==> src/design/brd_pkg.sv <==
package brd_pkg;

   localparam int CSR_INDEX_W = 3;
   localparam int CSR_DATA_W  = 8;

   localparam logic [CSR_INDEX_W-1:0] CSR_PWM_PERIOD       = 3'd0;
   localparam logic [CSR_INDEX_W-1:0] CSR_ON_TIME_LOW      = 3'd1;
   localparam logic [CSR_INDEX_W-1:0] CSR_ON_TIME_MID      = 3'd2;
   localparam logic [CSR_INDEX_W-1:0] CSR_ON_TIME_HIGH     = 3'd3;
   localparam logic [CSR_INDEX_W-1:0] CSR_DEBOUNCE_PERIODS = 3'd4;
   localparam logic [CSR_INDEX_W-1:0] CSR_HOLD_PERIODS     = 3'd5;

   localparam logic [7:0] RST_PWM_PERIOD       = 8'd22;
   localparam logic [7:0] RST_ON_TIME_LOW      = 8'd2;
   localparam logic [7:0] RST_ON_TIME_MID      = 8'd12;
   localparam logic [7:0] RST_ON_TIME_HIGH     = 8'd20;
   localparam logic [5:0] RST_DEBOUNCE_PERIODS = 6'd3;
   localparam logic [5:0] RST_HOLD_PERIODS     = 6'd45;

   localparam logic [7:0] PERIOD_MIN = 8'd2;
   localparam logic [5:0] COUNT_MAX  = 6'd63;

   localparam logic [1:0] COLOR_RED   = 2'd0;
   localparam logic [1:0] COLOR_GREEN = 2'd1;
   localparam logic [1:0] COLOR_BLUE  = 2'd2;

   localparam logic [1:0] LEVEL_LOW  = 2'd0;
   localparam logic [1:0] LEVEL_MID  = 2'd1;
   localparam logic [1:0] LEVEL_HIGH = 2'd2;

   typedef struct packed {
      logic [7:0] pwm_period;
      logic [7:0] on_time_low;
      logic [7:0] on_time_mid;
      logic [7:0] on_time_high;
      logic [5:0] debounce_periods;
      logic [5:0] hold_periods;
   } cfg_type;

   typedef struct packed {
      logic       red_on;
      logic       green_on;
      logic       blue_on;
      logic       out_lit;
      logic [1:0] out_color;
      logic [1:0] out_level;
   } result_type;

endpackage

==> src/design/brd_csr.sv <==
module brd_csr (
   input  logic                           clock,
   input  logic                           reset,
   input  logic                           csr_valid,
   output logic                           csr_ready,
   input  logic [brd_pkg::CSR_INDEX_W-1:0] csr_index,
   input  logic [brd_pkg::CSR_DATA_W-1:0]  csr_data,
   output brd_pkg::cfg_type               cfg
);
   import brd_pkg::*;

   cfg_type cfg_ff;
   cfg_type cfg_in;

   assign csr_ready = 1'b1;
   assign cfg       = cfg_ff;

   always_comb begin
      cfg_in = cfg_ff;
      if (csr_valid) begin
         case (csr_index)
            CSR_PWM_PERIOD:       cfg_in.pwm_period       = csr_data;
            CSR_ON_TIME_LOW:      cfg_in.on_time_low      = csr_data;
            CSR_ON_TIME_MID:      cfg_in.on_time_mid      = csr_data;
            CSR_ON_TIME_HIGH:     cfg_in.on_time_high     = csr_data;
            CSR_DEBOUNCE_PERIODS: cfg_in.debounce_periods = csr_data[5:0];
            CSR_HOLD_PERIODS:     cfg_in.hold_periods     = csr_data[5:0];
            default: ;
         endcase
      end
   end

   always_ff @(posedge clock) begin
      if (reset) begin
         cfg_ff.pwm_period       <= RST_PWM_PERIOD;
         cfg_ff.on_time_low      <= RST_ON_TIME_LOW;
         cfg_ff.on_time_mid      <= RST_ON_TIME_MID;
         cfg_ff.on_time_high     <= RST_ON_TIME_HIGH;
         cfg_ff.debounce_periods <= RST_DEBOUNCE_PERIODS;
         cfg_ff.hold_periods     <= RST_HOLD_PERIODS;
      end else begin
         cfg_ff <= cfg_in;
      end
   end

endmodule

==> src/design/brd_core.sv <==
module brd_core (
   input  logic                clock,
   input  logic                reset,
   input  logic                step_en,
   input  logic                button_down,
   input  brd_pkg::cfg_type    cfg,
   output brd_pkg::result_type result
);
   import brd_pkg::*;

   logic [1:0] color_ff, color_in;
   logic [1:0] level_ff, level_in;
   logic       lit_ff, lit_in;
   logic [7:0] phase_ff, phase_in;
   logic [5:0] count_ff, count_in;
   logic       in_press_ff, in_press_in;
   logic       accepted_ff, accepted_in;
   logic       settled_ff, settled_in;
   logic       lit_at_press_ff, lit_at_press_in;

   logic [7:0] period;
   logic [7:0] on_sel;
   logic [7:0] on_time;
   logic [8:0] phase_plus;
   logic       period_end;
   logic       sample;
   logic       led_on;
   logic [1:0] shown;

   always_comb begin
      period = (cfg.pwm_period < PERIOD_MIN) ? PERIOD_MIN : cfg.pwm_period;
      case (level_ff)
         LEVEL_LOW: on_sel = cfg.on_time_low;
         LEVEL_MID: on_sel = cfg.on_time_mid;
         default:   on_sel = cfg.on_time_high;
      endcase
      on_time    = (on_sel > period) ? period : on_sel;
      phase_plus = {1'b0, phase_ff} + 9'd1;
      period_end = phase_plus >= {1'b0, period};
      sample     = !lit_ff || period_end;
      led_on     = lit_ff && (phase_ff < on_time);
      shown      = (color_ff > COLOR_BLUE) ? COLOR_BLUE : color_ff;

      result.red_on    = led_on && (shown == COLOR_RED);
      result.green_on  = led_on && (shown == COLOR_GREEN);
      result.blue_on   = led_on && (shown == COLOR_BLUE);
      result.out_lit   = lit_ff;
      result.out_color = shown;
      result.out_level = level_ff;
   end

   always_comb begin
      color_in        = color_ff;
      level_in        = level_ff;
      lit_in          = lit_ff;
      phase_in        = phase_ff;
      count_in        = count_ff;
      in_press_in     = in_press_ff;
      accepted_in     = accepted_ff;
      settled_in      = settled_ff;
      lit_at_press_in = lit_at_press_ff;

      if (step_en) begin
         if (lit_ff) begin
            phase_in = period_end ? 8'd0 : phase_plus[7:0];
         end else begin
            phase_in = 8'd0;
         end

         if (sample) begin
            if (button_down) begin
               if (!in_press_ff) begin
                  in_press_in     = 1'b1;
                  count_in        = 6'd0;
                  accepted_in     = 1'b0;
                  settled_in      = 1'b0;
                  lit_at_press_in = lit_ff;
               end
               if (!settled_in) begin
                  if (count_in > cfg.hold_periods) begin
                     if (lit_at_press_in) begin
                        lit_in      = 1'b0;
                        accepted_in = 1'b0;
                     end
                     settled_in = 1'b1;
                  end else if (count_in > cfg.debounce_periods && !accepted_in) begin
                     if (lit_at_press_in) begin
                        accepted_in = 1'b1;
                     end else begin
                        lit_in     = 1'b1;
                        settled_in = 1'b1;
                     end
                  end
                  if (count_in != COUNT_MAX) begin
                     count_in = count_in + 6'd1;
                  end
               end
            end else if (in_press_ff) begin
               in_press_in = 1'b0;
               if (accepted_ff) begin
                  if (level_ff >= LEVEL_HIGH) begin
                     level_in = LEVEL_LOW;
                     color_in = (color_ff >= COLOR_BLUE) ? COLOR_RED : color_ff + 2'd1;
                  end else begin
                     level_in = level_ff + 2'd1;
                  end
               end
               accepted_in = 1'b0;
            end
         end

         if (!lit_in) begin
            phase_in = 8'd0;
         end
      end
   end

   always_ff @(posedge clock) begin
      if (reset) begin
         color_ff        <= COLOR_RED;
         level_ff        <= LEVEL_LOW;
         lit_ff          <= 1'b1;
         phase_ff        <= 8'd0;
         count_ff        <= 6'd0;
         in_press_ff     <= 1'b0;
         accepted_ff     <= 1'b0;
         settled_ff      <= 1'b0;
         lit_at_press_ff <= 1'b0;
      end else begin
         color_ff        <= color_in;
         level_ff        <= level_in;
         lit_ff          <= lit_in;
         phase_ff        <= phase_in;
         count_ff        <= count_in;
         in_press_ff     <= in_press_in;
         accepted_ff     <= accepted_in;
         settled_ff      <= settled_in;
         lit_at_press_ff <= lit_at_press_in;
      end
   end

endmodule

==> src/design/button_rgb_led_dimmer.sv <==
// One-button RGB LED dimmer. Each item on the req_ channel is one millisecond tick carrying
// the button level; each tick yields exactly one rsp_ item with the three LED drives and the
// lit/color/level state as it stood at the start of that tick. A tick is accepted every
// clock cycle while req_stall is low. It waits in an input register, the per-tick PWM and
// press logic runs in a single pass between that register and the result register, and
// the result shows on the rsp_ ports from the result register. A stalled result holds the
// input off only once the input register is also full. Registers on the csr_ port (period,
// three on-times, debounce and hold counts) are always ready and should be written only
// while no ticks are in flight; indexes past the hold count are ignored.
module button_rgb_led_dimmer (
   input  logic                            clock,
   input  logic                            reset,
   input  logic                            req_valid,
   output logic                            req_stall,
   input  logic                            req_button_down,
   output logic                            rsp_valid,
   input  logic                            rsp_stall,
   output logic                            rsp_red_on,
   output logic                            rsp_green_on,
   output logic                            rsp_blue_on,
   output logic                            rsp_out_lit,
   output logic [1:0]                      rsp_out_color,
   output logic [1:0]                      rsp_out_level,
   input  logic                            csr_valid,
   output logic                            csr_ready,
   input  logic [brd_pkg::CSR_INDEX_W-1:0] csr_index,
   input  logic [brd_pkg::CSR_DATA_W-1:0]  csr_data
);
   import brd_pkg::*;

   cfg_type    cfg;
   result_type result;
   result_type result_ff;

   logic s1_valid_ff, s1_valid_in;
   logic button_ff;
   logic rsp_valid_ff, rsp_valid_in;
   logic req_take;
   logic s1_move;

   assign req_stall   = s1_valid_ff && rsp_valid_ff && rsp_stall;
   assign req_take    = req_valid && !req_stall;
   assign s1_move     = s1_valid_ff && !(rsp_valid_ff && rsp_stall);
   assign s1_valid_in = req_take || (s1_valid_ff && !s1_move);
   assign rsp_valid_in = s1_move || (rsp_valid_ff && rsp_stall);

   brd_csr u_csr (
      .clock     (clock),
      .reset     (reset),
      .csr_valid (csr_valid),
      .csr_ready (csr_ready),
      .csr_index (csr_index),
      .csr_data  (csr_data),
      .cfg       (cfg)
   );

   brd_core u_core (
      .clock       (clock),
      .reset       (reset),
      .step_en     (s1_move),
      .button_down (button_ff),
      .cfg         (cfg),
      .result      (result)
   );

   always_ff @(posedge clock) begin
      if (reset) begin
         s1_valid_ff  <= 1'b0;
         rsp_valid_ff <= 1'b0;
      end else begin
         s1_valid_ff  <= s1_valid_in;
         rsp_valid_ff <= rsp_valid_in;
      end
   end

   always_ff @(posedge clock) begin
      if (req_take) begin
         button_ff <= req_button_down;
      end
      if (s1_move) begin
         result_ff <= result;
      end
   end

   assign rsp_valid     = rsp_valid_ff;
   assign rsp_red_on    = result_ff.red_on;
   assign rsp_green_on  = result_ff.green_on;
   assign rsp_blue_on   = result_ff.blue_on;
   assign rsp_out_lit   = result_ff.out_lit;
   assign rsp_out_color = result_ff.out_color;
   assign rsp_out_level = result_ff.out_level;

endmodule

==> config.mk <==
export PLATFORM = sky130hd
export DESIGN_NAME = button_rgb_led_dimmer
export DESIGN_NICKNAME = d
export VERILOG_FILES = /design/src/design/brd_pkg.sv /design/src/design/brd_csr.sv /design/src/design/brd_core.sv /design/src/design/button_rgb_led_dimmer.sv
export SDC_FILE = /design/constraint.sdc
export NUM_CORES = 1
export LEC_CHECK = 0
export ABC_AREA = 1
export BUFFER_PORTS_ARGS = -buffer_cell sky130_fd_sc_hd__buf_2
export CAP_MARGIN = 20
export CORE_AREA = 2 2 88 90
export DETAILED_ROUTE_END_ITERATION = 16
export DIE_AREA = 0 0 90 92
export GPL_TIMING_DRIVEN = 0
export PLACE_DENSITY = 0.77
export SLEW_MARGIN = 20
export SYNTH_ARGS = -nofsm -noshare
export SYNTH_HDL_FRONTEND = slang
export SYNTH_SLANG_ARGS = --single-unit
==> constraint.sdc <==
create_clock -name clock -period 6.25 [get_ports clock]
set_input_delay 0.9375 -clock clock [delete_from_list [all_inputs] [get_ports clock]]
set_output_delay 0.9375 -clock clock [all_outputs]
set_load 0.05 [all_outputs]
==> PnR_summary.wiki <==
{| class="wikitable"
! Metric !! Value
|-
| Run status || finished clean
|-
| Reg-to-reg endpoint || rsp_red_on
|-
| Mux share of post-synthesis cell area || 0.264%
|-
| Total instance count after detailed placement || 704
|-
| Syn Area/Cell || 7.42 µm²
|-
| Arrival time of data at the critical path endpoint || 3.95 ns
|-
| Number of global-route vias before repair || 3534
|-
| Top Layer Used || met4
|-
| Netlist cell types || 44
|-
| First-pass iteration count of the detailed router || 4
|-
| Transition time at the pin with the least slew margin || 0.712 ns
|-
| Power density cells || 220 nW/µm²
|-
| Post-synth top flop || sky130_fd_sc_hd__dfxtp_1
|-
| Number of maximum-capacitance constraint violations || 0
|-
| Initial antenna violation count || 0
|-
| Total negative slack || 0 ns
|-
| Starting DRC count in detailed routing || 199
|-
| Cell with the largest stage delay on the worst path || sky130_fd_sc_hd__ha_1
|-
| Critical path class || flip-flop to flip-flop
|-
| Hold-fix buffers at CTS || 0
|-
| Final routed wire length divided by cell count || 13.4 µm
|-
| Post-route minimum period || 3.73 ns
|-
| Post-route clock period utilization || 59.7%
|-
| Post-Syn Nets || 630
|-
| Yosys warns || 0
|-
| Detailed-route wire length || 9640 µm
|-
| Clock transition at the registers of the reported paths || 0.08 ns
|-
| CP max stage delay || 0.36 ns
|-
| Wire length the detailed router placed on met1 || 4530 µm
|-
| FF-to-FF path depth || 20
|-
| Flip-flop and latch count after synthesis || 78
|-
| Hold violation total from the final report || 0
|-
| I/O pin cnt || 28
|-
| Deepest level of the CTS H-tree || 3
|-
| Parity-gate share of the synthesized area counting xor and xnor cells || 1.23%
|-
| Overall overflow remaining after global route || 0
|-
| Die area || 8280 µm²
|-
| Share of synthesized registers carrying an async set or reset || 0%
|-
| Met3 layer wire length in the routed design || 521 µm
|-
| Wire length on met2 || 4430 µm
|-
| Average via count per standard cell || 5.42
|-
| Clock latency on the worst-skew pair || 0.36 ns
|-
| Type of origin of the critical path || flip-flop
|-
| Share of synthesized area occupied by flip-flops and latches || 38.7%
|-
| VDD IR max || 0.000217 V
|-
| Pin count of the biggest net entering global routing || 16
|-
| HP Start || u_csr.cfg[31]
|-
| Register-to-register setup slack || 2.52 ns
|-
| Crit Path Max Fanout || 10
|-
| Count of unresolved DRC violations after routing || 0
|-
| Required arrival time at the worst endpoint || 6.47 ns
|-
| Proportion of layout cells with a drive suffix above 1 || 11.8%
|-
| Clock buffer count from CTS || 9
|-
| GRT Overall Usage || 24.6%
|-
| Total power || 1.04 mW
|-
| Routability-driven placement congestion ratio || 0.868
|-
| Hold EP || u_csr.cfg[31]
|-
| Worst setup path startpoint || u_core.level_ff[0]
|-
| F_max || 268 MHz
|-
| Vertical extent of the die || 92 µm
|-
| Count of input and output buffers || 26
|-
| Final Max Slew Viols || 0
|-
| Estimated wirelength of the detail-placed design || 7230 µm
|-
| ANT cells || 0
|-
| Cell area after synthesis || 4270 µm²
|-
| Critical Path End Type || flip-flop
|-
| Number of buffers on the longest clock path || 2
|-
| # setup viols final || 0
|-
| Effective utilization at floorplan || 57.4%
|-
| Count of placed standard cells in the final layout, fillers left out || 720
|-
| Startpoint of the worst-slack reg-to-reg timing path || u_core.level_ff[0]
|-
| Number of synthesized flops with an enable pin || 9
|-
| Clock tree from TritonCTS || built
|-
| Total leakage power || 2.23 nW
|-
| Residual antenna-violating net count after detailed routing || 0
|-
| Hold depth || 2
|-
| Global-route wire length before repair || 16500 µm
|-
| # nets final || 667
|-
| Num Clock Sinks || 78
|-
| RSZ-0062 raised after global routing || false
|-
| Total core area || 7450 µm²
|-
| Placement Rows || 32
|-
| Area fraction in and, or, nand and nor cells after synthesis || 23.1%
|-
| Largest family of logic cells by synthesized area || simple AND/OR/NAND/NOR gates
|-
| Most prevalent standard cell on the critical path || sky130_fd_sc_hd__nand2_1
|-
| Area Growth Syn to Fin || 11.1%
|-
| Adder-cell share of the synthesized area || 10.8%
|-
| Number of resized instances in the post-cts repair step || 0
|-
| Overall die width || 90 µm
|-
| List of cells traversed by the critical path || inv_1 > nor2_1 > inv_1 > o22ai_1 > a21oi_1 > ha_1 > nand2_1 > nor2_1 > nand2_1 > nand2_1 > nand2_1 > inv_1 > clkbuf_1 > o21ai_0 > ha_1 > a211oi_1 > nand2_1 > a31oi_1 > nand2_1 > nor2_1
|-
| Post-CTS setup buffer count || 0
|-
| Cell count after synthesis || 576
|-
| Via count || 3900
|-
| Largest clock skew in the final design || 0.00915 ns
|-
| Headroom to the max-slew limit || 52.5%
|-
| Tightest Hold Check Type || flip-flop to flip-flop
|-
| Compound-gate portion of the synthesized area || 17.6%
|-
| Clk root buf || sky130_fd_sc_hd__clkbuf_8
|}
==> how the worst max path moves through the flow <==
stage              endpoint  slack, ns  depth (start not counted)
2_1_floorplan   rsp_blue_on       3.27                         20
3_3_place_gp    rsp_blue_on       2.65                         20
3_5_place_dp    rsp_blue_on       2.62                         20
4_1_cts         rsp_blue_on       2.59                         20
5_1_grt        rsp_green_on       2.16                         20
6_report         rsp_red_on       2.52                         20
==> final cells by class <==
| type | count | area (µm²) |
|---|---|---|
| inverters | 78 | 303 |
| clock buffers | 11 | 153 |
| flip-flops and latches | 78 | 1650 |
| plain buffers | 11 | 47.5 |
| multi-input cells | 409 | 2270 |
| well taps | 102 | 128 |
| fillers | 670 | 2700 |
| clock inverters | 5 | 62.6 |
| repair buffers | 26 | 130 |
==> power breakdown <==
part | switching (mW) | internal [mW] | total (mW)
Clock | 0.205 | 0.212 | 0.417
Combinational | 0.0699 | 0.0309 | 0.101
Sequential | 0.00581 | 0.519 | 0.525
Total | 0.280 | 0.762 | 1.04
==> cells in the final DEF, fill, tap and decap left out, types with 4 or more instances in the layout <==
master,instances
sky130_fd_sc_hd__a21oi_1,44
sky130_fd_sc_hd__a21oi_2,4
sky130_fd_sc_hd__buf_2,28
sky130_fd_sc_hd__clkbuf_1,8
sky130_fd_sc_hd__clkbuf_8,9
sky130_fd_sc_hd__dfxtp_1,69
sky130_fd_sc_hd__edfxtp_1,9
sky130_fd_sc_hd__ha_1,37
sky130_fd_sc_hd__inv_1,69
sky130_fd_sc_hd__inv_2,4
sky130_fd_sc_hd__nand2_1,113
sky130_fd_sc_hd__nand3_1,22
sky130_fd_sc_hd__nand4_1,6
sky130_fd_sc_hd__nor2_1,80
sky130_fd_sc_hd__o211ai_1,8
sky130_fd_sc_hd__o21ai_0,47
sky130_fd_sc_hd__o21ai_1,6
sky130_fd_sc_hd__o22ai_1,8
sky130_fd_sc_hd__xor2_1,4
==> registers in the layout, summed over array words and instances, names as in the netlist <==
| register | count |
|---|---|
| u_csr.cfg | 44 |
| u_core.phase_ff | 8 |
| u_core.count_ff | 6 |
| rsp_out_color | 2 |
| rsp_out_level | 2 |
| u_core.color_ff | 2 |
| u_core.level_ff | 2 |
| button_ff | 1 |
| rsp_blue_on | 1 |
| rsp_green_on | 1 |
| rsp_out_lit | 1 |
| rsp_red_on | 1 |
| rsp_valid | 1 |
| s1_valid_ff | 1 |
| u_core.accepted_ff | 1 |
| u_core.in_press_ff | 1 |
| u_core.lit_at_press_ff | 1 |
| u_core.lit_ff | 1 |
| u_core.settled_ff | 1 |
==> routing by layer <==
layer  GRT usage (%)  vias up
li1                -     1973
met1            33.0     1786
met2            40.8      125
met3            3.37       16
met4            9.10        0
met5               0        -
==> cell families after synthesis <==
logic type	after synthesis
AOI/OAI and AO/OA	130
xor gates and xnor gates	6
adders and majority gates	37
buffers and inverters	89
DFF	78
muxes	1
other	1
and+or+nand+nor	234
==> cells in the mapped netlist (2+ instances only) <==
cell	number	area [µm²]
sky130_fd_sc_hd__nor2_1	80	300
sky130_fd_sc_hd__o211ai_1	8	60.1
sky130_fd_sc_hd__nor2_2	3	18.8
sky130_fd_sc_hd__xnor2_1	2	17.5
sky130_fd_sc_hd__xor2_1	4	35.0
sky130_fd_sc_hd__a211oi_1	3	22.5
sky130_fd_sc_hd__nand2_4	2	22.5
sky130_fd_sc_hd__nand3_1	22	110
sky130_fd_sc_hd__inv_1	69	259
sky130_fd_sc_hd__o21ai_1	6	30.0
sky130_fd_sc_hd__dfxtp_1	69	1380
sky130_fd_sc_hd__o22ai_1	8	50.1
sky130_fd_sc_hd__nand4_1	6	37.5
sky130_fd_sc_hd__clkinv_1	2	7.51
sky130_fd_sc_hd__inv_2	4	15.0
sky130_fd_sc_hd__buf_2	2	10.0
sky130_fd_sc_hd__a21oi_1	44	220
sky130_fd_sc_hd__nand2_1	113	424
sky130_fd_sc_hd__edfxtp_1	9	270
sky130_fd_sc_hd__ha_1	37	463
sky130_fd_sc_hd__a21oi_2	4	35.0
sky130_fd_sc_hd__inv_4	2	12.5
sky130_fd_sc_hd__o21ai_2	2	17.5
sky130_fd_sc_hd__nand2_2	2	12.5
sky130_fd_sc_hd__o21ai_0	47	235
sky130_fd_sc_hd__or2_2	2	12.5
sky130_fd_sc_hd__clkbuf_1	7	26.3
==> metrics by stage <==
stage	hold slack (ns)	instance area [µm²]	setup WS [ns]	utilization [%]
5_1_grt	0.485	4750	2.16	63.7
3_5_place_dp	0.443	4530	2.62	60.8
4_1_cts	0.463	4750	2.59	63.7
6_report	0.463	4750	2.52	63.7
2_1_floorplan	0.408	4270	3.27	-
3_3_place_gp	0.438	4530	2.65	60.8
==> worst max-delay path: cells and delay by family (launching register included) <==
family	cells	cell delay (ns)
flip-flops	1	0.35
adder cells (fa/ha/maj)	2	0.67
buffers and inverters	4	0.75
AO/OA/AOI/OAI	5	0.83
AND/OR/NAND/NOR	9	1.01
Power figures use the tool's default switching activity.
